### src/rtl/tft_pkg.sv
// ---------------------------------------------------------------------------
// Thermal frequency throttle - package
// Widths, register indexes, level codes, scaling constants and shared types.
// ---------------------------------------------------------------------------
`timescale 1ns / 1ps
`default_nettype none

package tft_pkg;

    localparam int FREQ_W    = 23;
    localparam int SPAN_W    = FREQ_W + 1;
    localparam int TEMP_W    = 9;
    localparam int LIM_W     = 7;
    localparam int LEVEL_W   = 3;
    localparam int CFG_IDX_W = 3;

    // Register indexes
    localparam logic [CFG_IDX_W-1:0] REG_HW_MIN       = 3'd0;
    localparam logic [CFG_IDX_W-1:0] REG_HW_MAX       = 3'd1;
    localparam logic [CFG_IDX_W-1:0] REG_SAFE_FLOOR   = 3'd2;
    localparam logic [CFG_IDX_W-1:0] REG_SAFE_CEILING = 3'd3;
    localparam logic [CFG_IDX_W-1:0] REG_TEMP_LIMIT   = 3'd4;

    // Throttle levels
    localparam logic [LEVEL_W-1:0] LVL_COOL     = 3'd0;
    localparam logic [LEVEL_W-1:0] LVL_LIGHT    = 3'd1;
    localparam logic [LEVEL_W-1:0] LVL_MEDIUM   = 3'd2;
    localparam logic [LEVEL_W-1:0] LVL_STRONG   = 3'd3;
    localparam logic [LEVEL_W-1:0] LVL_FAILSAFE = 3'd4;

    // Register reset values
    localparam int HW_MIN_RST_I = 800000;
    localparam int HW_MAX_RST_I = 3000000;
    localparam int LIM_RST_I    = 95;
    localparam logic [FREQ_W-1:0] HW_MIN_RST = FREQ_W'(HW_MIN_RST_I);
    localparam logic [FREQ_W-1:0] HW_MAX_RST = FREQ_W'(HW_MAX_RST_I);
    localparam logic [LIM_W-1:0]  LIM_RST    = LIM_W'(LIM_RST_I);

    // Reciprocals for percent of range: ceil(pct * 2^32 / 100), exact for 23-bit magnitudes
    localparam int RECIP_SHIFT = 32;
    localparam int RECIP_W     = 32;
    localparam logic [RECIP_W-1:0] RECIP_85 = 32'd3650722202;
    localparam logic [RECIP_W-1:0] RECIP_65 = 32'd2791728743;
    localparam logic [RECIP_W-1:0] RECIP_40 = 32'd1717986919;
    localparam logic [RECIP_W-1:0] RECIP_10 = 32'd429496730;

    // Reciprocals for percent of temperature limit: ceil(pct * 2^16 / 100)
    localparam int THR_SHIFT = 16;
    localparam logic [THR_SHIFT-1:0] THR_79 = 16'd51774;
    localparam logic [THR_SHIFT-1:0] THR_86 = 16'd56361;
    localparam logic [THR_SHIFT-1:0] THR_93 = 16'd60949;

    // Derived values for the reset configuration
    localparam int RST_SPAN_I = HW_MAX_RST_I - HW_MIN_RST_I;
    localparam logic [FREQ_W-1:0] RST_F_L1 = FREQ_W'(HW_MIN_RST_I + (RST_SPAN_I * 85) / 100);
    localparam logic [FREQ_W-1:0] RST_F_L2 = FREQ_W'(HW_MIN_RST_I + (RST_SPAN_I * 65) / 100);
    localparam logic [FREQ_W-1:0] RST_F_L3 = FREQ_W'(HW_MIN_RST_I + (RST_SPAN_I * 40) / 100);
    localparam logic [SPAN_W-1:0] RST_BAND = SPAN_W'(RST_SPAN_I / 10);
    localparam logic [LIM_W-1:0]  RST_TH_L1 = LIM_W'((LIM_RST_I * 79) / 100);
    localparam logic [LIM_W-1:0]  RST_TH_L2 = LIM_W'((LIM_RST_I * 86) / 100);
    localparam logic [LIM_W-1:0]  RST_TH_L3 = LIM_W'((LIM_RST_I * 93) / 100);

    // Limits derived from configuration, handed to the evaluation logic
    typedef struct packed {
        logic [FREQ_W-1:0]        lo;
        logic [FREQ_W-1:0]        top;
        logic [FREQ_W-1:0]        f_l1;
        logic [FREQ_W-1:0]        f_l2;
        logic [FREQ_W-1:0]        f_l3;
        logic [FREQ_W-1:0]        floor_freq;
        logic [LIM_W-1:0]         lim;
        logic [LIM_W-1:0]         th_l1;
        logic [LIM_W-1:0]         th_l2;
        logic [LIM_W-1:0]         th_l3;
        logic signed [SPAN_W-1:0] band;
    } tft_limits_t;

endpackage

`default_nettype wire

### src/rtl/tft_eval.sv
// ---------------------------------------------------------------------------
// Thermal frequency throttle - sample evaluation
// Selects the level and target, applies the floor and the hysteresis band.
// ---------------------------------------------------------------------------
`timescale 1ns / 1ps
`default_nettype none

module tft_eval (
    input  wire tft_pkg::tft_limits_t           limits,
    input  wire logic [tft_pkg::TEMP_W-1:0]     temp,
    input  wire logic [tft_pkg::FREQ_W-1:0]     last_applied,
    output logic [tft_pkg::FREQ_W-1:0]          freq,
    output logic                                go,
    output logic [tft_pkg::LEVEL_W-1:0]         level
);
    import tft_pkg::*;

    logic signed [TEMP_W-1:0] temp_s;
    logic                     hot;
    logic                     ge_l1;
    logic                     ge_l2;
    logic                     ge_l3;
    logic [FREQ_W-1:0]        sel_freq;
    logic [FREQ_W-1:0]        diff;

    assign temp_s = $signed(temp);
    assign hot    = temp_s >= $signed({2'b00, limits.lim});
    assign ge_l3  = temp_s >= $signed({2'b00, limits.th_l3});
    assign ge_l2  = temp_s >= $signed({2'b00, limits.th_l2});
    assign ge_l1  = temp_s >= $signed({2'b00, limits.th_l1});

    // Pick the level by the highest threshold reached
    always_comb
    begin
        if (hot)
        begin
            sel_freq = limits.lo;
            level    = LVL_FAILSAFE;
        end
        else if (ge_l3)
        begin
            sel_freq = limits.f_l3;
            level    = LVL_STRONG;
        end
        else if (ge_l2)
        begin
            sel_freq = limits.f_l2;
            level    = LVL_MEDIUM;
        end
        else if (ge_l1)
        begin
            sel_freq = limits.f_l1;
            level    = LVL_LIGHT;
        end
        else
        begin
            sel_freq = limits.top;
            level    = LVL_COOL;
        end
    end

    // Raise to the floor unless failsafe
    always_comb
    begin
        if (limits.floor_freq != '0 && !hot && sel_freq < limits.floor_freq)
            freq = limits.floor_freq;
        else
            freq = sel_freq;
    end

    // Apply only when the change leaves the hysteresis band
    assign diff = (freq >= last_applied) ? (freq - last_applied) : (last_applied - freq);
    assign go   = $signed({2'b00, diff}) > $signed({limits.band[SPAN_W-1], limits.band});

endmodule

`default_nettype wire

### config.mk
export PLATFORM = sky130hd
export DESIGN_NAME = tft_eval
export DESIGN_NICKNAME = d
export VERILOG_FILES = /design/src/rtl/tft_pkg.sv /design/src/rtl/tft_eval.sv
export SDC_FILE = /design/constraint.sdc
export NUM_CORES = 1
export LEC_CHECK = 0
export BUFFER_PORTS_ARGS = -buffer_cell sky130_fd_sc_hd__buf_2
export CAP_MARGIN = 5
export CORE_ASPECT_RATIO = 0.7
export CORE_MARGIN = 2
export CORE_UTILIZATION = 40
export DETAILED_ROUTE_END_ITERATION = 7
export PLACE_DENSITY = 0.7
export SLEW_MARGIN = 15
export SYNTH_ARGS = -nofsm -noshare
export SYNTH_HDL_FRONTEND = slang
export SYNTH_SLANG_ARGS = --single-unit
### constraint.sdc
create_clock -name vclk -period 10.4
set_clock_uncertainty 0.1 [all_clocks]
set_input_delay 1.04 -clock vclk [all_inputs]
set_output_delay 1.04 -clock vclk [all_outputs]
set_load 0.01 [all_outputs]
==> results.py <==
metrics = {
    "pwr": {
        "power.total_mw": 1.21,
        "leakagePower_nw": 4.75,
        "ir_worst_vdd_mv": 0.0777,
        "powerDensity_nw_per_um2": 139,
    },
    "finish": {
        "fin_nets": 1472,
        "utilization_pct": 62.4,
        "drive_above_1_share_pct": 43.7,
        "clock_buffers": 0,
        "regArea_um2": 0,
        "antenna_cells": 0,
        "area_growth_pct": 52.6,
        "nFillCells": 1264,
        "seq_cell_count": 0,
        "fin_cells": 1317,
    },
    "route": {
        "routedWlPerCell_um": 16.7,
        "post-route-drc-count": 0,
        "wl_um": 21900,
        "ant_nets": 0,
        "via_per_inst": 5.29,
        "drtPass1Iterations": 4,
        "drt_iter0_drc": 302,
        "vias": 6971,
    },
    "outcome": {
        "status": "finished clean",
    },
    "timing": {
        "rsz0062_at_grt": "true",
        "hold_viol_final": 0,
        "setup_viol": 0,
        "period_needed_ns": 10.40,
        "slew_violations": 0,
        "period_share_pct": 100,
        "worst-slew-pin-transition_ns": 0.537,
        "fmax_mhz": 96.2,
        "slew_headroom_pct": 64.0,
        "worst_slack_ns": 0.000482,
    },
    "place": {
        "hpwl_um": 18300,
        "port_buffers": 249,
        "dp.cells": 1292,
        "pre_cts_ws_ns": -0.230,
        "routabilityCongestion": 0.918,
    },
    "die": {
        "die_h_um": 104,
        "dieArea_um2": 15200,
        "dieWidth_um": 147,
        "rows": 36,
        "core_area_um2": 13900,
        "io_pins": 249,
        "initial_utilization_pct": 40.9,
    },
    "critical_path": {
        "required_ns": 9.26,
        "max_stage_delay_ns": 0.48,
        "criticalPathCategory": "primary input to output port",
        "cp_common_cell": "a211oi_2",
        "cpMaxStageDelayCell": "a2111oi_4",
        "critPathMaxFanout": 8,
        "cp-end-kind": "output port",
        "cp.arrival_ns": 9.26,
        "cp-start-kind": "primary input",
    },
    "job": {
        "maxCapViolCount": 0,
    },
    "synth": {
        "yosysWarnings": 0,
        "yosysSeqAreaShare_pct": 0,
        "ys_top_cells_by_area": "ha_1, mux2i_1, inv_1",
        "syn_area_per_cell_um2": 7.29,
        "syn_nets": 1124,
        "netlist_area_um2": 5690,
        "post-synth-top-area-cell": "ha_1",
        "netlist.area_leader.share_pct": 26.1,
        "synthCells": 781,
        "ys_types": 55,
    },
    "global_route": {
        "grt_pass1_vias": 6786,
        "grt_antenna_before_repair": 1,
        "grt_first_pass_wirelength_um": 33500,
        "grt_usage_pct": 26.4,
        "grt_overflow": 0,
        "grt_max_degree": 25,
    },
    "hold_path": {
        "hp-class": "primary input to output port",
    },
    "clock_tree": {
        "hold_buffers": 0,
    },
}
## layer usage
| layer | wire length, um | GRT usage (%) | up-vias |
|---|---|---|---|
| li1 | - | - | 3485 |
| met1 | 10500 | 37.9 | 3207 |
| met2 | 9660 | 43.6 | 255 |
| met3 | 1510 | 2.73 | 24 |
| met4 | 295 | 3.68 | 0 |
| met5 | 0 | 0 | - |
## final timing paths
path	from	endpoint	slack [ns]	cells past startpoint
worst max-delay path	temp[6]	go	0.0005	42
worst min-delay path	limits[52]	freq[0]	2.45	3
## critical path: cells and delay by family
kind,cells,cell delay [ns]
multiplexers,4,0.96
AO/OA/AOI/OAI,18,3.87
adder cells (fa/ha/maj),4,1.07
buffers and inverters,8,1.15
AND/OR/NAND/NOR,7,0.98
XOR/XNOR,1,0.16
## power breakdown
part / switching [mW] / total [mW] / internal [mW] / leakage [nW]
clock: 0 / 0 / 0 / 0
combinational: 0.614 / 1.21 / 0.593 / 4.75
sequential: 0 / 0 / 0 / 0
total: 0.614 / 1.21 / 0.593 / 4.75
## timing repair
action	4_1_cts	5_1_grt
gates cloned	0	3
resized for setup	10	111
pin swaps	3	49
setup endpoints to repair	1	1
setup buffers	1	22
## Yosys cell counts, types with 3 or more instances
cell        n
nor4_1      8
buf_1       4
xor2_1      8
o21ai_0    59
or2_2       3
a21oi_1    57
nand3b_1    5
nor2b_1    10
o21a_1     11
a211oi_1   17
buf_2       8
a21o_1     21
buf_4       5
o211ai_1    9
o21bai_1    6
mux2_2     28
xnor2_1    13
inv_1     123
nand3_1     6
nor3_1      9
nand4_1    20
clkbuf_1   17
nand2_1    49
nor2_1     27
a211o_1     4
ha_1      119
mux2i_1    74
nand2b_1    7
mux2_1     18
a31oi_1     5
## cell usage in the layout, fill, tap and decap left out, types with 8 or more instances in the layout
master    instances
nor2_1           24
o21ai_1          12
ha_4             12
a21o_1           21
nand2_1          49
nand4_1          20
xnor2_1          13
nor3_1            9
mux2i_1          54
mux2i_4          10
o21a_1           11
inv_1           117
buf_2           246
mux2_1           18
nor2b_1           9
xor2_1            8
a211oi_2          9
a211oi_1          8
buf_4           117
o211ai_1          9
ha_1            106
a21oi_2           9
mux2_2           26
a21oi_1          48
mux2i_2          10
o21ai_0          46
## cells by family (layout without fill, tap and decap cells)
logic type               after synthesis  after routing  share of synthesized area [%]
multiplexers                         120            120                           22.1
buffers and inverters                158            504                           10.9
XOR/XNOR                              21             21                           3.23
AO/OA/AOI/OAI                        211            211                           23.8
AND/OR/NAND/NOR                      150            150                           13.1
adder cells (fa/ha/maj)              121            121                           26.9
## metrics by stage
stage | hold WS (ns) | cell area (um^2) | setup TNS (ns)
CTS | 2.44 | 7950 | 0
finish | 2.45 | 8690 | 0
global placement | 2.43 | 7890 | -0.0139
floorplan | 2.15 | 5700 | 0
global route | 2.47 | 8690 | -0.308
detailed placement | 2.44 | 7890 | -0.230
## area by class of cell
type	instances	area (um^2)	area share, %
Timing Repair Buffer	380	2370	27.2
Tap cell	190	238	2.74
Multi-Input combinational cell	623	5610	64.6
Inverter	124	473	5.44
Note: power is estimated with default switching activity, not from simulation.
